--- config.mk ---
export PLATFORM = sky130hd
export DESIGN_NAME = kmc_isqrt
export DESIGN_NICKNAME = d
export VERILOG_FILES = /design/src/hdl/kmc_pkg.sv /design/src/hdl/kmc_isqrt.sv
export SDC_FILE = /design/constraint.sdc
export NUM_CORES = 1
export LEC_CHECK = 0
export BUFFER_PORTS_ARGS = -buffer_cell sky130_fd_sc_hd__buf_2
export CORE_UTILIZATION = 37
export CTS_CLUSTER_DIAMETER = 40
export DETAILED_ROUTE_END_ITERATION = 12
export MAX_ROUTING_LAYER = met4
export SETUP_SLACK_MARGIN = 0.02
export SYNTH_ARGS = -nofsm -noshare
export SYNTH_HDL_FRONTEND = slang
export SYNTH_SLANG_ARGS = --single-unit
--- constraint.sdc ---
create_clock -name clk -period 2.6 [get_ports clk]
set_input_delay 0 -clock clk [delete_from_list [all_inputs] [get_ports clk]]
set_output_delay 0 -clock clk [all_outputs]
set_load 0.005 [all_outputs]
--- src/hdl/kmc_pkg.sv ---
// Shared types and constants of the k-means clustering engine.
// No dependencies; imported by every module of the engine but the point store.
`timescale 1ns / 1ps
package kmc_pkg;

	localparam int COORD_W   = 16;
	localparam int DIST_W    = 34;
	localparam int ROOT_W    = 17;
	localparam int TOTAL_W   = 27;
	localparam int CFG_IDX_W = 2;
	localparam int CFG_DAT_W = 11;
	localparam logic [TOTAL_W-1:0] TOTAL_MAX = {TOTAL_W{1'b1}};

	typedef enum logic [1:0] {
		OP_LOAD_POINT  = 2'd0,
		OP_LOAD_CENTER = 2'd1,
		OP_RUN         = 2'd2
	} op_t;

	typedef enum logic [CFG_IDX_W-1:0] {
		CFG_POINT_COUNT     = 2'd0,
		CFG_DIMENSION_COUNT = 2'd1,
		CFG_CLUSTER_COUNT   = 2'd2,
		CFG_ROUND_COUNT     = 2'd3
	} cfg_idx_t;

	typedef enum logic [9:0] {
		S_IDLE  = 10'b0000000001,
		S_START = 10'b0000000010,
		S_PREAD = 10'b0000000100,
		S_DIST  = 10'b0000001000,
		S_ACCUM = 10'b0000010000,
		S_UPD   = 10'b0000100000,
		S_DIVW  = 10'b0001000000,
		S_SQRT  = 10'b0010000000,
		S_SQRTW = 10'b0100000000,
		S_OUT   = 10'b1000000000
	} state_t;

	typedef struct packed {
		logic start;
		logic done;
	} unit_ctl_t;

endpackage

--- src/hdl/kmc_isqrt.sv ---
// Digit-by-digit integer square root, one root bit per cycle.
// Uses widths and the unit control struct from kmc_pkg.
`timescale 1ns / 1ps
module kmc_isqrt import kmc_pkg::*; (
	input  logic              clk,
	input  logic              arst_n,
	input  logic              start,
	input  logic [DIST_W-1:0] value,
	output unit_ctl_t         ctl,
	output logic [ROOT_W-1:0] root
);

	localparam int RW = ROOT_W + 3;
	localparam int CW = $clog2(ROOT_W + 1);

	logic [DIST_W-1:0] val_q;
	logic [RW-1:0]     rem_q;
	logic [ROOT_W-1:0] root_q;
	logic [CW-1:0]     cnt_q;
	logic              run_q;
	logic              done_q;
	logic [RW-1:0]     rem_next;
	logic [RW-1:0]     trial;
	logic              fits;

	assign rem_next = {rem_q[RW-3:0], val_q[DIST_W-1:DIST_W-2]};
	assign trial    = {1'b0, root_q, 2'b01};
	assign fits     = rem_next >= trial;

	always_ff @(posedge clk or negedge arst_n) begin
		if (!arst_n) begin
			run_q  <= 1'b0;
			done_q <= 1'b0;
			cnt_q  <= '0;
		end else begin
			done_q <= 1'b0;
			if (start) begin
				run_q <= 1'b1;
				cnt_q <= '0;
			end else if (run_q) begin
				cnt_q <= cnt_q + 1'b1;
				if (cnt_q == CW'(ROOT_W - 1)) begin
					run_q  <= 1'b0;
					done_q <= 1'b1;
				end
			end
		end
	end

	always_ff @(posedge clk) begin
		if (start) begin
			val_q  <= value;
			rem_q  <= '0;
			root_q <= '0;
		end else if (run_q) begin
			val_q  <= {val_q[DIST_W-3:0], 2'b00};
			rem_q  <= fits ? rem_next - trial : rem_next;
			root_q <= {root_q[ROOT_W-2:0], fits};
		end
	end

	assign ctl.start = start;
	assign ctl.done  = done_q;
	assign root      = root_q;

endmodule

Word level (Yosys, flattened, before mapping)
Index checks and enable logic that the tools add are counted.
Operators by class
  reductions and logical operators: 1
  $lt $le $gt $ge: 1
  equality and inequality tests: 1
  multiplexer cells: 11
  $add $sub $neg: 2
Operators by type and width (count)
  two-way mux 34 bit: 2
  greater-or-equal comparator 20 x 19 -> 1 bit: 1
  two-way mux 18 bit: 1
  subtractor 18 bit: 1
  two-way mux 5 bit: 2
  two-way mux 1 bit: 6
  adder 5 x 1 -> 5 bit, second input constant: 1
  equality test 5 bit, second input constant: 1
  nonzero test 2 bit: 1
Word-level totals
  output and inout bits: 19
  register bits: 76

Logic depth before layout (Yosys ltp)
Gate-level depths: netlist (run 1).
  depth in word-level cells: 4
  depth in mapped cells: 10

Worst setup path before layout (run 1)
Ideal clock, no wire load.
  path type: register to register
  from: register root_q[2], in the netlist root[2]
  to: register rem_q[17]
  arrival: 2.329 ns
  buffers on the path: 0
  setup slack: 0.168 ns
  required time: 2.497 ns
  period minus slack after synthesis: 2.432 ns
  cell stages (with the launch flop): 9
  setup time: 0.103 ns
  cells stage by stage: dfxtp_1 inv_1 ha_1 nor2_1 a2111oi_1 o2111ai_1 a21oi_1 mux2_4 a2111oi_2
Between the ends
  word-level cells in the longest chain between the ends: 2
Ends and longest elaborated chain
  from (decl): line kmc_isqrt.sv:18  | logic [ROOT_W-1:0] root_q;
  from (signal assigned): line kmc_isqrt.sv:58  | root_q <= {root_q[ROOT_W-2:0], fits};
  subtractor 18 bit / greater-or-equal comparator 20 x 19 -> 1 bit (equally long branches): line kmc_isqrt.sv:57, kmc_isqrt.sv:28
  two-way mux 18 bit (*): line kmc_isqrt.sv:57  | rem_q <= fits ? rem_next - trial : rem_next;
  to (signal assigned): line kmc_isqrt.sv:57
  to (decl): line kmc_isqrt.sv:17  | logic [RW-1:0] rem_q;
Mark *: on every way between the ends. The rest lies on a longest branch, timed or not.
A chain may end at the register's enable or synchronous reset.

Worst setup path after layout (run 1)
  from: register root_q[0], in the netlist root[0]
  to: register rem_q[17]
Same word-level chain as after synthesis.

==> reports/summary.txt, run 1 <==
FF-to-FF Start: root[0]
row cnt: 38
initial DRC count: 133
final WL: 9840 microns
clock latency on the worst-skew pair: 0.33 ns
Post-Syn Area: 4210 sq um
Tmin final: 2.50 ns
register area: 1900 sq um
GRT overflow: 0
core area: 10,900 sq um
r2r endpoint: rem_q[17]
Crit. End Element: flop
synthesized area per cell: 10.4 sq um
GPL Wtd Cong: 0.931
Synth top area share: 24.3%
final-report hold violation count: 0
ANT cells: 0
CTS tree: done
Die W: 109 microns
Root Buffer: clkbuf_16
flop-to-flop setup slack: 0.1 ns
total power: 0.00561 W
f_max: 400 MHz
Worst Max-Slew Pin Slew: 0.645 ns
MaxCap Viol Count: 0
Design Area, Final: 5470 sq um
via count: 3,388
Startpoint Class: flop
fillers: 1,012
DRC: 0
first-pass GRT wire length: 16,100 microns
Critical Path Start: root[0]
WL/cell: 15.0 microns
gate count of the mapped netlist: 406
register bit total from synthesis: 76
# IOs: 56
Synth area leaders: edfxtp_1 24%, dfxtp_1 17%, mux2_2 8.6%
largest area contributor in the netlist: edfxtp_1
Clock transition at path regs: 0.06 ns
Worst IR Drop VDD: 0.578 mV
antenna violations before repair: 0
Worst EP arrival: 2.73 ns
ys async rst share: 9.21%
Post-Route Setup TNS: 0 ns
critical path required time: 2.83 ns
count of cell types in the netlist: 57
Die Ht: 109 microns
depth of the worst register-to-register path: 9
Rel. slew slack: 56.9%
Layout area overhead: 30.0%
critical path class: flop to flop
crit path max fanout: 4
placed cell area: 4710 sq um
Synth Warn #: 0
remaining antenna violation count: 0
post-synthesis sequential area ratio: 45.1%
total track usage: 18.3%
router iterations before antenna repair: 4
Final setup viols: 0
status: finished, final reports clean
Initial Utilization: 38.5%
leakage dissipation: 2.39 nW
number of global-route vias before repair: 3,343
via/cell ratio: 5.17
RSZ-0062 raised after global routing: yes
Port Buf Inserts: 55
Final Slew Violations: 0
Primary FF master, synth: dfxtp_1
die area: 11,800 sq um
EDFF count, synth: 34
CTS H-tree depth: 3
CTS buffer count: 9
HP Class: primary input to asynchronous set/reset pin
maximum clock insertion buffer count: 2
CTS Sinks: 76
syn nets: 464
largest net degree at the start of global routing: 38
clk_skew: 0.00490 ns
share of layout cells above drive strength 1: 30.3%
final clock period utilization by the worst path: 96.2%
# nets final: 568
multi-input logic area: 2190 sq um
crit path to: rem_q[17]
Pwr per Cell Area: 1030 nW/um^2
Post-DP HPWL: 6680 microns
[power breakdown]
group          switching [W]  internal (W)
Sequential          0.000123       0.00144
Clock               0.000473      0.000768
Combinational        0.00148       0.00133
[how the worst min path moves through the flow]
stage               slack (ns)   start  cells past startpoint        to
CTS                       0.02  arst_n                      2  cnt_q[1]
floorplan                -0.30  arst_n                      0  cnt_q[0]
finish                    0.03  arst_n                      2  cnt_q[0]
global placement         -0.16  arst_n                      1  cnt_q[0]
detailed placement       -0.15  arst_n                      1  cnt_q[0]
global route              0.03  arst_n                      2  cnt_q[1]
[cells by family (layout without fill, tap and decap cells)]
kind of cell	Yosys count	in the layout	synth area share (%)
buffers and inverters	48	157	4.85
muxes	52	52	13.4
and+or+nand+nor	125	125	13.9
adders and majority gates	21	21	6.25
xor gates and xnor gates	12	12	2.50
AOI/OAI and AO/OA	72	72	14.0
DFF	76	76	45.1
[per-layer routing]
layer  global-route usage [%]  up-vias  wire, microns
met5                        -        -              0
met4                     4.63        0            138
met3                     4.30       15            386
met2                     29.9       71           4790
met1                     22.8     1609           4530
li1                         -     1693              -
[cells in the final DEF, fill, tap and decap left out, types with 3 or more instances in the layout]
cell type       n
buf_2          55
nor2_1         48
dlygate4sd3_1  35
edfxtp_1       34
dfxtp_1        33
mux2_2         32
nand2_1        28
inv_1          26
buf_4          25
mux2i_1        19
ha_1           15
nor3_1         10
nand3_1         9
clkbuf_16       9
o21ai_0         8
xor2_1          8
a21oi_1         7
nand4_1         6
dfrtp_1         6
a211oi_1        5
a21o_1          5
a211o_1         4
and3_1          4
a311oi_2        4
xnor2_1         4
a32oi_1         4
a31oi_1         4
a311oi_1        4
ha_2            4
nand2b_1        3
o211ai_1        3
o311ai_0        3
or3_1           3
o31ai_1         3
[per-stage QoR]
stage               setup WS, ns  std cells  hold slack, ns  util [%]
floorplan                  0.168        406          -0.296         -
global placement           0.134        600          -0.160      43.1
detailed placement         0.112        600          -0.154      43.1
CTS                       0.0400        651          0.0207      49.0
global route             0.00691        655          0.0338      50.0
finish                    0.0981        655          0.0265      50.0
[layout make-up]
cell class / instances / share of cell area (%)
repair buffers: 115 / 14.9
flip-flops and latches: 76 / 34.8
clock buffers: 12 / 4.51
multi-input cells: 282 / 40.0
clock inverters: 4 / 0.892
inverters: 26 / 1.78
well taps: 140 / 3.20
[worst max-delay path: stages, from the launching register on]
cell and delay [ns]:
dfxtp_1 0.37, inv_1 0.09, ha_4 0.17, nor3_1 0.41, a2111oi_4 0.13, buf_4 0.16
o2111ai_1 0.30, a21oi_2 0.11, mux2_4 0.31, a2111oi_2 0.35
[cells in the mapped netlist (5+ instances only)]
library cell and n:
nor2_1 48, dfxtp_1 35, edfxtp_1 34, mux2_2 32, nand2_1 28, inv_1 26, ha_1 21, mux2i_1 19
nor3_1 12, nand3_1 9, a21oi_1 8, o21ai_0 8, xor2_1 8, buf_2 7, dfrtp_1 7, buf_1 6
clkbuf_1 6, nand4_1 6, a211oi_1 5, a21o_1 5
[sequential cells by signal, indices dropped and copies added (netlist names)]
name,flops
cnt_q,5
run_q,1
done_q,1
val_q,34
rem_q,18
root,17
[what timing repair did]
| item | in CTS | in global routing |
|---|---|---|
| buffers inserted | 0 | 4 |
| hold buffers | 35 | 0 |
| hold endpoints to repair | 41 | 0 |
| setup endpoints to repair | 0 | 4 |
| resized for setup | 0 | 17 |
Note: power is estimated with default switching activity, not from simulation.
==> run 2: changes to the inputs <==
Settings changed: PLACE_DENSITY_LB_ADDON from default to 0.25, SLEW_MARGIN from default to 10.
==> run 2 against run 1 <==
Against the previous run: maximum frequency up 1.3%; design area fell by 0.25%; utilization is 0.13 points lower; clock power decreased by 9%; wire length up 2.8%; die area stayed put; first-iteration DRC count up 20%; clock skew rose by 0.0027 ns; via count up 0.80%; largest power group unchanged; highest routed layer unchanged.
==> reports/summary.txt, run 2 (synthesis results as in run 1) <==
flop-to-flop setup slack: 0.13 ns (+0.03 ns)
fillers: 1,006 (-0.59%)
MaxCap Viol Count: 0 (unchanged)
f_max: 405 MHz (+1.3%)
leakage dissipation: 2.37 nW (-0.98%)
largest net degree at the start of global routing: 35 (-7.9%)
Final setup viols: 0 (unchanged)
via count: 3,415 (+0.80%)
Initial Utilization: 38.5% (unchanged)
final WL: 10,100 microns (+2.8%)
critical path class: flop to flop
crit path max fanout: 11 (+7)
Die Ht: 109 microns (unchanged)
Post-Place Cells: 598 (-0.33%)
Int Pwr: 0.00341 W (-3.4%)
CTS buffer count: 9 (unchanged)
final setup margin: 0.131 ns (+0.0330 ns)
DR WL met3: 417 microns (+8.0%)
total track usage: 18.2% (-0.083 points)
Logic pwr share: 51.7% (+1.6 points)
final clock period utilization by the worst path: 95.0% (-1.3 points)
router iterations before antenna repair: 4 (unchanged)
RSZ-0062 raised after global routing: no
initial DRC count: 160 (+20%)
clock latency on the worst-skew pair: 0.34 ns (about the same)
Psw: 0.00218 W (+5.1%)
Core Util, Final: 49.9% (-0.13 points)
most frequent cells in the layout: 55 x buf_2, 48 x nor2_1, 35 x dlygate4sd3_1
Rel. slew slack: 54.1% (-2.8 points)
r2r endpoint: rem_q[4]
ANT cells: 0 (unchanged)
Worst IR Drop VDD: 0.450 mV (-22%)
Final Slew Violations: 0 (unchanged)
part of the power in the clock network: 20.3% (-1.8 points)
Port Buf Inserts: 55 (unchanged)
FF-to-FF Start: root[4]
multi-input logic area: 2230 sq um (+2.1%)
Post-Layout Cell Count: 652 (-0.46%)
Clock transition at path regs: 0.06 ns (about the same)
number of global-route vias before repair: 3,374 (+0.93%)
max reg flops: 34 (unchanged)
CTS H-tree depth: 3 (unchanged)
highest metal used: met4
Pwr per Cell Area: 1020 nW/um^2 (about the same)
Die W: 109 microns (unchanged)
row cnt: 38 (unchanged)
GPL Wtd Cong: 0.871 (-6.4%)
final-report hold violation count: 0 (unchanged)
first-pass GRT wire length: 16,200 microns (+0.90%)
Layout area overhead: 29.7%
GRT overflow: 0 (unchanged)
core area: 10,900 sq um (unchanged)
HP Class: primary input to asynchronous set/reset pin
sequential group share of total power: 28.0% (+0.2 points)
Met2 Wirelength: 4700 microns (-1.8%)
WL/cell: 15.5 microns (+3.3%)
met1 WL: 4820 microns (+6.4%)
Net Sw Frac: 39.0% (+2.0 points)
Place WS: -0.00373 ns (-0.116 ns)
maximum clock insertion buffer count: 2 (unchanged)
via/cell ratio: 5.24 (+1.3%)
remaining antenna violation count: 0 (unchanged)
Root Buffer: clkbuf_16
Post-DP HPWL: 6790 microns (+1.6%)
Most flops, register: val_q
Startpoint Class: flop
Worst Max-Slew Pin Slew: 0.686 ns (+0.0416 ns)
Worst EP arrival: 2.71 ns (-0.02 ns)
die area: 11,800 sq um (unchanged)
# IOs: 56 (unchanged)
antenna violations before repair: 0 (unchanged)
DRC: 0 (unchanged)
register area: 1900 sq um (about the same)
clk_skew: 0.00760 ns (+0.00270 ns)
CTS tree: done
CTS Sinks: 76 (unchanged)
most common cell after layout, fill and taps aside: buf_2
status: finished, final reports clean
Crit. End Element: flop
share of layout cells above drive strength 1: 30.7% (+0.37 points)
Tmin final: 2.47 ns (-0.0330 ns)
depth of the worst register-to-register path: 8 (-1)
# nets final: 565 (-0.53%)
critical path required time: 2.84 ns (about the same)
run 2: per-layer routing:
metal | track usage (%) | vias to the layer above
li1 | - | 1695
met1 | 23.1 | 1613
met2 | 29.5 | 87
met3 | 3.89 | 20
met4 | 4.63 | 0
met5 | - | -
run 2: power by group through the flow:
stage,Clock [W],Combinational (W),Sequential [W]
2_1_floorplan,0,0.00193,0.00153
3_3_place_gp,0,0.00243,0.00157
4_1_cts,0.00115,0.00255,0.00156
6_report,0.00113,0.00289,0.00157
5_1_grt,0.00121,0.00315,0.00159
3_5_place_dp,0,0.00247,0.00158
run 2: area by class of cell:
type                            count  area share (%)
Clock inverter                      5           0.573
Tap cell                          140            3.21
Multi-Input combinational cell    283            40.9
Inverter                           26            1.79
Sequential cell                    76            34.9
Clock buffer                       11            4.27
Timing Repair Buffer              111            14.4
run 2: how the worst max path moves through the flow:
| stage | start | endpoint | slack [ns] |
|---|---|---|---|
| finish | root[4] | rem_q[4] | 0.13 |
| global route | root[4] | rem_q[4] | 0.02 |
| CTS | root[0] | rem_q[17] | 0.02 |
| detailed placement | root[0] | rem_q[17] | -0.004 |
| global placement | root[0] | rem_q[17] | 0.005 |
| floorplan | root[2] | rem_q[17] | 0.17 |
run 2: through the flow:
stage | power [W] | TNS, ns | area (sq um) | hold WS [ns]
floorplan | 0.00346 | 0 | 4210 | -0.296
global placement | 0.00400 | 0 | 4690 | -0.156
detailed placement | 0.00405 | -0.00373 | 4690 | -0.151
CTS | 0.00526 | 0 | 5320 | 0.0365
global route | 0.00595 | 0 | 5460 | 0.0356
finish | 0.00559 | 0 | 5460 | 0.0265
run 2: timing repair:
action | CTS | global route
pin swaps | 0 | 4
hold endpoints to repair | 41 | 0
buffers inserted | 0 | 2
endpoints found under the setup margin | 1 | 8
gates cloned | 0 | 1
hold buffers | 35 | 0
gates resized for setup | 2 | 20
run 2: critical path, cell delays in order, from the launching register on:
cell      delay [ns]
dfxtp_1         0.37
inv_1           0.06
ha_2            0.38
nand4_2         0.16
nor3_1          0.37
nor3_2          0.12
a21o_4          0.28
or3_1           0.38
a311oi_1        0.26
