[src/hdl/kmc_pkg.sv]
// Shared types and constants of the k-means clustering engine.
// No dependencies; imported by every module of the engine but the point store.
`timescale 1ns / 1ps
package kmc_pkg;

	localparam int COORD_W   = 16;
	localparam int DIST_W    = 34;
	localparam int ROOT_W    = 17;
	localparam int TOTAL_W   = 27;
	localparam int CFG_IDX_W = 2;
	localparam int CFG_DAT_W = 11;
	localparam logic [TOTAL_W-1:0] TOTAL_MAX = {TOTAL_W{1'b1}};

	typedef enum logic [1:0] {
		OP_LOAD_POINT  = 2'd0,
		OP_LOAD_CENTER = 2'd1,
		OP_RUN         = 2'd2
	} op_t;

	typedef enum logic [CFG_IDX_W-1:0] {
		CFG_POINT_COUNT     = 2'd0,
		CFG_DIMENSION_COUNT = 2'd1,
		CFG_CLUSTER_COUNT   = 2'd2,
		CFG_ROUND_COUNT     = 2'd3
	} cfg_idx_t;

	typedef enum logic [9:0] {
		S_IDLE  = 10'b0000000001,
		S_START = 10'b0000000010,
		S_PREAD = 10'b0000000100,
		S_DIST  = 10'b0000001000,
		S_ACCUM = 10'b0000010000,
		S_UPD   = 10'b0000100000,
		S_DIVW  = 10'b0001000000,
		S_SQRT  = 10'b0010000000,
		S_SQRTW = 10'b0100000000,
		S_OUT   = 10'b1000000000
	} state_t;

	typedef struct packed {
		logic start;
		logic done;
	} unit_ctl_t;

endpackage

[src/hdl/kmc_divider.sv]
// Restoring unsigned divider, one quotient bit per cycle.
// Uses the unit control struct from kmc_pkg.
`timescale 1ns / 1ps
module kmc_divider import kmc_pkg::*; #(
	parameter int NUM_W = 27,
	parameter int DEN_W = 11
) (
	input  logic             clk,
	input  logic             arst_n,
	input  logic             start,
	input  logic [NUM_W-1:0] num,
	input  logic [DEN_W-1:0] den,
	output unit_ctl_t        ctl,
	output logic [NUM_W-1:0] quot
);

	localparam int CW = $clog2(NUM_W + 1);

	logic [NUM_W-1:0] q_q;
	logic [DEN_W:0]   rem_q;
	logic [DEN_W-1:0] den_q;
	logic [CW-1:0]    cnt_q;
	logic             run_q;
	logic             done_q;
	logic [DEN_W+1:0] trial;
	logic             fits;

	assign trial = {rem_q, q_q[NUM_W-1]};
	assign fits  = trial >= {2'b00, den_q};

	always_ff @(posedge clk or negedge arst_n) begin
		if (!arst_n) begin
			run_q  <= 1'b0;
			done_q <= 1'b0;
			cnt_q  <= '0;
		end else begin
			done_q <= 1'b0;
			if (start) begin
				run_q <= 1'b1;
				cnt_q <= '0;
			end else if (run_q) begin
				cnt_q <= cnt_q + 1'b1;
				if (cnt_q == CW'(NUM_W - 1)) begin
					run_q  <= 1'b0;
					done_q <= 1'b1;
				end
			end
		end
	end

	always_ff @(posedge clk) begin
		if (start) begin
			q_q   <= num;
			rem_q <= '0;
			den_q <= den;
		end else if (run_q) begin
			q_q   <= {q_q[NUM_W-2:0], fits};
			rem_q <= fits ? (DEN_W+1)'(trial - {2'b00, den_q}) : trial[DEN_W:0];
		end
	end

	assign ctl.start = start;
	assign ctl.done  = done_q;
	assign quot      = q_q;

endmodule

[config.mk]
export PLATFORM = sky130hd
export DESIGN_NAME = kmc_divider
export DESIGN_NICKNAME = d
export VERILOG_FILES = /design/src/hdl/kmc_pkg.sv /design/src/hdl/kmc_divider.sv
export SDC_FILE = /design/constraint.sdc
export NUM_CORES = 1
export LEC_CHECK = 0
export BUFFER_PORTS_ARGS = -buffer_cell sky130_fd_sc_hd__buf_2
export CAP_MARGIN = 20
export CORE_UTILIZATION = 40
export CTS_BUF_LIST = sky130_fd_sc_hd__clkbuf_16
export DETAILED_ROUTE_END_ITERATION = 10
export SYNTH_ARGS = -nofsm -noshare
export SYNTH_HDL_FRONTEND = slang
export SYNTH_SLANG_ARGS = --single-unit
[constraint.sdc]
create_clock -name clk -period 2.4 [get_ports clk]
set_input_delay 0.12 -clock clk [delete_from_list [all_inputs] [get_ports clk]]
set_output_delay 0.12 -clock clk [all_outputs]
set_load 0.005 [all_outputs]
# Yosys cells after proc, flatten, opt, wreduce, memory -nomap -nowiden
# Cells that the tools add are included.
word_totals:
  regBits: 57
  wordCells: 22
  romBits: 0
  latchBits: 0
  ramBits: 0
  output_inout_bits: 29
  n_memories: 0
op_classes:
  n_bitwise: 0
  n_mux: 11
  div_mod_pow: 0
  eq_ne: 1
  n_shift: 0
  n_reduce_logical: 1
  mul: 0
  magnitude_cmp: 1
  addsub: 2
op_table:
  columns: ["operator", "n"]
  rows:
  - ["27-bit 2-to-1 mux", 2]
  - ["13-bit by 11-bit greater-or-equal comparator with 1-bit output", 1]
  - ["12-bit 2-to-1 mux", 1]
  - ["12-bit by 11-bit subtractor with 12-bit output", 1]
  - ["5-bit 2-to-1 mux", 2]
  - ["1-bit 2-to-1 mux", 6]
  - ["5-bit by 1-bit adder with 5-bit output (second input constant)", 1]
  - ["5-bit == test (second input constant)", 1]
  - ["2-bit nonzero test", 1]

# Logic depth before layout (Yosys ltp)
# Gate-level depths: netlist (run 1).
depth:
  word_depth: 4
  mapped_depth: 10

# Least setup slack after synthesis (run 1)
# OpenSTA, ideal clock, no wires.
synth_timing:
  path_kind: "register to register"
  startpoint: "register den_q[6]"
  endpoint: "register q_q[0], in the netlist quot[0], data pin"
  setup_time_ns: 0.260
  synth_period_minus_slack_ns: 2.233
  arrival_time_ns: 1.973
  stages_incl_launch_ff: 9
  path_slack_ns: 0.167
  path_buffers: 1
  cell_sequence: "edfxtp_1 > inv_1 > ha_1 > a211o_1 > or2_1 > o21ai_0 > o21ai_0 > buf_2 > mux2_2"
synth_via:
  elab_chain_cells: 3
synth_lines:
  columns: ["item", "line", "source"]
  rows:
  - ["start, declared", "kmc_divider.sv:21", "logic [DEN_W-1:0] den_q;"]
  - ["start signal, assigned", "kmc_divider.sv:55", "den_q <= den;"]
  - ["13-bit by 11-bit greater-or-equal comparator with 1-bit output", "kmc_divider.sv:29", "assign fits = trial >= {2'b00, den_q};"]
  - ["27-bit 2-to-1 mux", "kmc_divider.sv:56", "end else if (run_q) begin"]
  - ["27-bit 2-to-1 mux", "kmc_divider.sv:52", "if (start) begin"]
  - ["end signal, assigned", "kmc_divider.sv:53", "q_q <= num;"]
  - ["end signal, assigned", "kmc_divider.sv:57", "q_q <= {q_q[NUM_W-2:0], fits};"]
  - ["end, declared", "kmc_divider.sv:19", "logic [NUM_W-1:0] q_q;"]
# Every way passes these cells. The select of a mux whose other input is x is not followed.
# A chain may end at the register's enable or synchronous reset.

# Worst setup path after layout (run 1)
layout_timing:
  startpoint: "register den_q[6]"
  endpoint: "register rem_q[11]"
layout_via:
  elab_chain_cells: 2
layout_lines:
  columns: ["item", "line", "source"]
  rows:
  - ["12-bit by 11-bit subtractor with 12-bit output or 13-bit by 11-bit greater-or-equal comparator with 1-bit output (tied branches)", "kmc_divider.sv:58, kmc_divider.sv:29", null]
  - ["12-bit 2-to-1 mux (*)", "kmc_divider.sv:58", "rem_q <= fits ? (DEN_W+1)'(trial - {2'b00, den_q}) : trial[DEN_W:0];"]
  - ["end signal, assigned", "kmc_divider.sv:58", null]
  - ["end, declared", "kmc_divider.sv:20", "logic [DEN_W:0] rem_q;"]
# Mark *: on every way between the ends. The rest lies on a longest branch, timed or not.

==> results of run 1 <==
area by class of cell:
| class | instances | area, um^2 |
|---|---|---|
| inverter | 16 | 60.1 |
| multi-input combinational | 170 | 1270 |
| fill | 612 | 3070 |
| clock inverter | 6 | 83.8 |
| clock buffer | 9 | 225 |
| sequential | 57 | 1560 |
| tap | 96 | 120 |
| timing repair buffer | 93 | 556 |
cells in the final DEF, fill, tap and decap left out, types with 2 or more instances in the layout:
cell / instances
xor2_1: 5
edfxtp_1: 38
dfrtp_1: 7
nand3_1: 4
xnor2_1: 3
a21o_1: 2
buf_2: 69
buf_4: 12
or3_1: 3
clkbuf_16: 9
mux2_2: 27
clkinv_2: 3
nor3_1: 3
a311oi_1: 9
nor3b_1: 4
inv_1: 16
dfxtp_1: 12
dlygate4sd3_1: 12
o21ai_0: 12
a21oi_1: 8
ha_1: 13
or2_2: 2
a211oi_1: 4
nand2_1: 19
bufinv_16: 2
nand4_1: 5
o21a_1: 5
nor2_1: 19
stage by stage:
stage	utilization (%)	hold slack (ns)	worst slack [ns]	instance area (um^2)
floorplan	-	-0.176	0.167	2930
global placement	49.2	-0.0341	0.120	3420
detailed placement	49.2	-0.0355	0.137	3420
CTS	55.4	0.0841	0.0906	3840
global route	55.8	0.0868	0.00128	3870
finish	55.8	0.0896	0.109	3870
flip-flops by register name (all words and copies together) (netlist names):
name    cells
rem_q      12
run_q       1
done_q      1
quot       27
den_q      11
cnt_q       5
kinds of logic (layout without fill, tap and decap cells):
kind of cell               Yosys count  after routing  synth area share, %
adders and majority gates           14             14                 6.24
buffers and inverters               30            124                 4.14
xor gates and xnor gates             8              8                 2.39
DFF                                 57             57                 53.1
muxes                               28             28                 10.7
and+or+nand+nor                     68             68                 11.3
AOI/OAI and AO/OA                   52             52                 12.1
routing by layer:
layer	part of all wire (%)	track usage, %
met4	2.2	10.7
met1	46	23.6
met3	3.5	2.92
met5	0	0
met2	48	27.6
timing repair:
item / CTS / global route
setup endpoints to repair: 0 / 4
setup buffers: 0 / 1
gates resized for setup: 0 / 5
hold endpoints to repair: 18 / 0
hold buffers: 12 / 0
final timing paths:
kind / to / cells after the start / slack, ns / start
worst max register to register: rem_q[11]$_SDFFE_PP0P_ / 7 / 0.11 / den_q[6]$_DFFE_PP_
max in group asynchronous: cnt_q[0]$_DFFE_PN0P_ / 2 / 2.09 / arst_n
worst max-delay path: rem_q[11]$_SDFFE_PP0P_ / 7 / 0.11 / den_q[6]$_DFFE_PP_
worst min register to register: rem_q[11]$_SDFFE_PP0P_ / 2 / 0.49 / rem_q[11]$_SDFFE_PP0P_
min in group asynchronous: done_q$_DFF_PN0_ / 2 / 0.16 / arst_n
worst min-delay path: quot[15]$_DFFE_PP_ / 2 / 0.09 / num[15]
power breakdown:
group | leakage, nW | switching, mW | internal (mW) | total (mW)
clock | 0.155 | 0.440 | 0.897 | 1.34
combinational | 0.942 | 0.589 | 0.565 | 1.15
sequential | 0.583 | 0.0947 | 1.21 | 1.31
==> flow_metrics.tcl, run 1 <==
set metrics [dict create \
    path_max_fanout 6 \
    cp.buffers_inverters 1 \
    core_um2 6940 \
    htree_levels 3 \
    clk_pin_slew_worst_paths_ns 0.05 \
    synth-edff-count 38 \
    hp-class "in2reg" \
    ant_nets 0 \
    ys_top_cells_by_count "edfxtp_1 (38), mux2_2 (27), nand2_1 (19), nor2_1 (19), inv_1 (16)" \
    boundaryPins 70 \
    n_antenna_cell 0 \
    num_rows 30 \
    hold_viol 0 \
    drive_gt1_share_pct 37.6 \
    layout.cells.non_filler 447 \
    cts_sinks 57 \
    dieArea_um2 7670 \
    fin_crit_ns 2.29 \
    avgSynthCellArea_um2 11.4 \
    yosys.area.top_type "edfxtp_1" \
    max-cap-violations 0 \
    fin_crit_sh_pct 95.5 \
    nets 402 \
    synthDistinctLibCells 45 \
    gp_congestion 0.804 \
    finalPower_mw 3.80 \
    wl_per_cell_um 14.2 \
    port_buffers 69 \
    grt_max_degree 33 \
    fin_skew_ns 0.00439 \
    cp_cell_sequence "inv_1 > ha_1 > a211o_1 > or2_1 > o21a_1 > or4_1 > a311oi_1" \
    synthTopCellsByArea "edfxtp_1 (39%), mux2_2 (10%), dfxtp_1 (8.2%)" \
    cts-root-buf "clkbuf_16" \
    placed_cells 419 \
    cts-buffers-inserted 9 \
    cts_tree "yes" \
    leakage_nw 1.68 \
    ys_seq_elements 57 \
    ys_warn_count 0 \
    tightest_slew_ns 0.653 \
    grt_overflow 0 \
    setup_viol 0 \
    rsz0062_at_grt "no" \
    clkLatencyLatePin_ns 0.33 \
    synth_ff_type "edfxtp_1" \
    synth_top_cell_area_share_pct 39.0 \
    ir_drop_mv 0.561 \
    slew_headroom_pct 56.5 \
    syn-cell-area_um2 2930 \
    worst_ep_required_time_ns 2.64 \
    drtIter0Drc 97 \
    seq_area_frac_synth_pct 53.1 \
    wl_um 6370 \
    dp_hpwl_um 4410 \
    syn_inst 257 \
    cts_buffer_depth 2 \
    fp.dieW_um 87.6 \
    firstDrtPassIters 4 \
    cp.arrival_ns 2.53 \
    antenna_found_initial 0 \
    slowest_stage "or4_1" \
    grt_usage_pct 17.8 \
    cpLargestDelayFamily "compound AO/OA/AOI/OAI gates" \
    p_per_area_nw_per_um2 980 \
    synthesis.nets 312 \
    start_util_pct 42.2 \
    slowest_delay_ns 0.51 \
    slew_viol_final 0 \
    drc_errors 0 \
    critPathKind "reg2reg" \
    die_h_um 87.6 \
    fmax_ghz 0.437 \
    status "completed" \
    via_count 2248 \
    synth.most_common_cell "edfxtp_1" \
    grt_pass1_vias 2126 \
    via_per_inst 5.03 \
    startpoint_type "flip-flop" \
    crit_path_end_kind "flip-flop" \
    syn_to_final_growth_pct 32.3 \
    grt_pass1_wl_um 10100 \
    async_flop_share_pct 12.3 \
    setup_tns_ns 0 \
]
(Power assumes the default switching activity.)
==> run 2, diff against run 1 <==
--- a/config.mk
+++ b/config.mk
@@ -8,7 +8,9 @@
 export BUFFER_PORTS_ARGS = -buffer_cell sky130_fd_sc_hd__buf_2
 export CAP_MARGIN = 20
-export CORE_UTILIZATION = 40
+export CORE_ASPECT_RATIO = 0.8
+export CORE_UTILIZATION = 48
 export CTS_BUF_LIST = sky130_fd_sc_hd__clkbuf_16
 export DETAILED_ROUTE_END_ITERATION = 10
+export PLACE_DENSITY = 0.76
 export SYNTH_ARGS = -nofsm -noshare
 export SYNTH_HDL_FRONTEND = slang
==> constraint.sdc (replaced) <==
create_clock -name clk -period 2.4 [get_ports clk]
set_input_delay 0.12 -clock clk [delete_from_list [all_inputs] [get_ports clk]]
set_output_delay 0.12 -clock clk [all_outputs]
set_load 0.01 [all_outputs]
==> flow_metrics.tcl, run 2 (synthesis gave the netlist of run 1 again) <==
set metrics [dict create \
    die_h_um 71.9 \
    ir_drop_mv 0.749 \
    n_antenna_cell 0 \
    leakage_nw 1.67 \
    mostFrequentLayoutCells "buf_2 (69), edfxtp_1 (38), mux2_2 (27)" \
    fin_crit_ns 2.29 \
    fin_crit_sh_pct 95.2 \
    grt_overflow 0 \
    slew_headroom_pct 57.3 \
    fp.dieW_um 89.3 \
    fmax_ghz 0.438 \
    rsz0062_at_grt "yes" \
    via_count 2272 \
    num_rows 25 \
    critPathKind "reg2reg" \
    r2r_start "rem_q[5]$_SDFFE_PP0P_" \
    firstDrtPassIters 5 \
    cts_sinks 57 \
    gp_congestion 0.877 \
    wl_per_cell_um 14.7 \
    p_int_mw 2.65 \
    n_fill_cell 460 \
    placed_cells 402 \
    tightest_slew_ns 0.641 \
    use_met2_pct 32.2 \
    grt_util_met3_pct 7.49 \
    drc_errors 0 \
    crit_path_end_kind "flip-flop" \
    dieArea_um2 6420 \
    seq_power_share_pct 34.4 \
    use_met1_pct 28.8 \
    status "completed" \
    syn_to_final_growth_pct 31.1 \
    slew_viol_final 0 \
    cp-startpoint "rem_q[5]$_SDFFE_PP0P_" \
    dp_hpwl_um 4340 \
    grt_pass1_wl_um 10100 \
    htree_levels 3 \
    layout_commonest_cell "buf_2" \
    startpoint_type "flip-flop" \
    cts-root-buf "clkbuf_16" \
    clkLatencyLatePin_ns 0.32 \
    grt_pass1_vias 2126 \
    drtIter0Drc 104 \
    cp.arrival_ns 2.52 \
    holdCritStartpoint "num[14]" \
    pre_cts_slack_ns 0.120 \
    via_per_inst 5.27 \
    cts_tree "yes" \
    p_per_area_nw_per_um2 991 \
    cts_buffer_depth 2 \
    largest_reg_flops 27 \
    antenna_found_initial 0 \
    core_um2 5910 \
    clk_pin_slew_worst_paths_ns 0.05 \
    fin_skew_ns 0.00352 \
    setup_slack_ns 0.115 \
    netSwitchingFraction_pct 30.3 \
    cts-buffers-inserted 9 \
    max-cap-violations 0 \
    path_max_fanout 6 \
    top_usage_layer "met2" \
    ant_nets 0 \
    hp-class "in2reg" \
    setup_viol 0 \
    drive_gt1_share_pct 36.6 \
    worst_ep_required_time_ns 2.63 \
    hold_viol 0 \
    layout.cells.non_filler 431 \
    nets 400 \
    start_util_pct 49.5 \
    combPwrFrac_pct 30.0 \
    boundaryPins 70 \
    wl_um 6330 \
    port_buffers 69 \
    switchingPower_mw 1.15 \
    grt_usage_pct 21.3 \
    grt_max_degree 33 \
    p_clk_share_pct 35.6 \
]
## run 2: layout make-up
class	count	area [um^2]	area share [%]
flip-flops and latches	57	1560	40.5
multi-input cells	170	1260	32.9
repair buffers	91	541	14.1
clock buffers	9	225	5.87
well taps	81	101	2.64
clock inverters	7	93.8	2.44
inverters	16	60.1	1.56
## run 2: worst paths after layout
path,endpoint,slack [ns],cells past startpoint
max in group asynchronous,cnt_q[0]$_DFFE_PN0P_,2.09,2
worst min register to register,rem_q[11]$_SDFFE_PP0P_,0.49,2
worst min-delay path,quot[14]$_DFFE_PP_,0.1,2
worst max-delay path,rem_q[11]$_SDFFE_PP0P_,0.11,6
min in group asynchronous,cnt_q[2]$_DFFE_PN0P_,0.15,2
worst max register to register,rem_q[11]$_SDFFE_PP0P_,0.11,6
## run 2: repair_timing
item	CTS	global route
gates resized for setup	0	4
buffers inserted	0	1
hold buffers	12	0
endpoints found under the hold margin	18	0
endpoints found under the setup margin	0	7
## run 2: layer usage
metal | vias up | part of all wire (%)
met5 | - | 0
met3 | 6 | 6.3
met2 | 64 | 49
met4 | 0 | 0.77
li1 | 1127 | -
met1 | 1075 | 44
## run 2: power by group through the flow
stage                     clock network, mW  registers [mW]  logic [mW]
after floorplan                           0            1.33       0.729
after global placement                    0            1.32        1.05
after detailed placement                  0            1.32        1.08
after CTS                              1.38            1.31        1.11
after global routing                   1.42            1.33        1.26
final                                  1.35            1.31        1.14
## run 2: stage by stage
stage / TNS (ns) / area, um^2 / hold slack, ns / utilization [%] / power [mW]
final: 0 / 3840 / 0.0966 / 64.9 / 3.80
after global routing: -0.0284 / 3840 / 0.0844 / 64.9 / 4.01
after CTS: 0 / 3820 / 0.0806 / 64.6 / 3.80
after detailed placement: 0 / 3380 / -0.0376 / 57.2 / 2.41
after global placement: 0 / 3380 / -0.0387 / 57.2 / 2.37
after floorplan: 0 / 2930 / -0.176 / - / 2.06
## run 2: critical path: stages, from the launching register on
cell	delay, ns
dfxtp_1	0.33
ha_1	0.32
a211o_1	0.32
or2_1	0.24
o21a_2	0.25
or4_1	0.50
a311oi_1	0.25
==> run 3, diff against run 2 <==
Settings changed: REMOVE_ABC_BUFFERS from default to 1, SKIP_LAST_GASP from default to 1.
==> flow_metrics.tcl, run 3 (synthesis gave the netlist of run 1 again) <==
set metrics [dict create \
    slowest_delay_ns 0.53 \
    antenna_found_initial 0 \
    layout_commonest_cell "buf_2" \
    worst_ep_required_time_ns 2.63 \
    fin_crit_sh_pct 96.7 \
    placed_cells 403 \
    critPathKind "reg2reg" \
    slowest_stage "or4_1" \
    fp.dieW_um 89.3 \
    cpLargestDelayFamily "compound AO/OA/AOI/OAI gates" \
    via_per_inst 5.51 \
    core_um2 5910 \
    gp_congestion 0.867 \
    setup_viol 0 \
    grt_pass1_wl_um 10800 \
    cts_sinks 57 \
    clk_pin_slew_worst_paths_ns 0.05 \
    grt_max_degree 33 \
    fmax_ghz 0.431 \
    fin_crit_ns 2.32 \
    wl_per_cell_um 15.6 \
    fin_skew_ns 0.00544 \
    n_antenna_cell 0 \
    postCtsSetupBuffers 0 \
    largest_reg_flops 27 \
    die_h_um 71.9 \
    drtIter0Drc 187 \
    ir_drop_mv 0.548 \
    cts-buffers-inserted 9 \
    layout.cells.non_filler 431 \
    grt_usage_pct 23.1 \
    nets 400 \
    crit_path_end_kind "flip-flop" \
    path_max_fanout 6 \
    startpoint_type "flip-flop" \
    grt_overflow 0 \
    mostFrequentLayoutCells "buf_2 (69), edfxtp_1 (38), mux2_2 (27)" \
    via_count 2375 \
    status "completed" \
    drive_gt1_share_pct 37.1 \
    grt_pass1_vias 2271 \
    port_buffers 69 \
    syn_to_final_growth_pct 30.8 \
    num_rows 25 \
    slew_viol_final 0 \
    finalPower_mw 3.73 \
    slew_headroom_pct 58.8 \
    max-cap-violations 0 \
    cp.arrival_ns 2.56 \
    leakage_nw 1.66 \
    p_per_area_nw_per_um2 975 \
    ant_nets 0 \
    hp-class "in2reg" \
    dp_hpwl_um 4530 \
    start_util_pct 49.5 \
    clkLatencyLatePin_ns 0.33 \
    firstDrtPassIters 4 \
    wl_um 6740 \
    tightest_slew_ns 0.617 \
    htree_levels 3 \
    cts_buffer_depth 2 \
    cp.buffers_inverters 1 \
    setup_tns_ns 0 \
    boundaryPins 70 \
    drc_errors 0 \
    hold_viol 0 \
    cp_cell_sequence "inv_1 > ha_1 > nor2b_1 > o31a_1 > o21a_2 > or4_1 > a311oi_2" \
    cts_tree "yes" \
    cts-root-buf "clkbuf_16" \
    dieArea_um2 6420 \
    rsz0062_at_grt "yes" \
]
[run 3: worst reg2reg max path: cells and delay by family, from the launching register on]
| kind | cells | cell delay (ns) |
|---|---|---|
| compound gates | 3 | 0.80 |
| flops | 1 | 0.41 |
| fa+ha+maj | 1 | 0.24 |
| buf+inv | 1 | 0.09 |
| simple gates | 2 | 0.68 |
[run 3: where the power goes]
part	switching (mW)	internal [mW]	total, mW
combinational	0.639	0.555	1.19
clock	0.437	0.790	1.23
sequential	0.101	1.21	1.31
total	1.18	2.56	3.73
[run 3: final cells by class]
cell class,count,area [um^2]
repair buffers,91,541
flip-flops and latches,57,1560
well taps,81,101
inverters,16,60.1
multi-input cells,170,1280
fillers,471,2080
clock buffers,9,225
clock inverters,7,62.6
[run 3: final timing paths]
check                      depth (start not counted)                  start  slack [ns]                     end
max                                                7     den_q[1]$_DFFE_PP_        0.08  rem_q[11]$_SDFFE_PP0P_
min                                                2                 num[3]        0.09       quot[3]$_DFFE_PP_
max reg2reg                                        7     den_q[1]$_DFFE_PP_        0.08  rem_q[11]$_SDFFE_PP0P_
min reg2reg                                        2  rem_q[1]$_SDFFE_PP0P_        0.50   rem_q[2]$_SDFFE_PP0P_
max in group asynchronous                          2                 arst_n        2.06    cnt_q[3]$_DFFE_PN0P_
min in group asynchronous                          2                 arst_n        0.17        done_q$_DFF_PN0_
[run 3: repair_timing]
action | in CTS | in global routing
hold endpoints to repair | 18 | 0
endpoints found under the setup margin | 0 | 12
hold buffers | 12 | 0
resized for setup | 0 | 8
[run 3: layer usage]
metal  wire (um)  global-route usage [%]
met1        2950                    31.0
met3         590                    10.3
met4         138                    9.17
met5           0                       0
met2        3050                    32.8
[run 3: per-stage QoR]
stage                     utilization [%]  hold WS [ns]  area, um^2  setup WS, ns
after floorplan                         -        -0.176        2870        0.0629
after global placement               57.3       -0.0387        3390         0.184
after detailed placement             57.3       -0.0382        3390        0.0778
after CTS                            64.2        0.0815        3800        0.0366
after global routing                 64.8        0.0769        3830      -0.00386
final                                64.8        0.0922        3830        0.0789
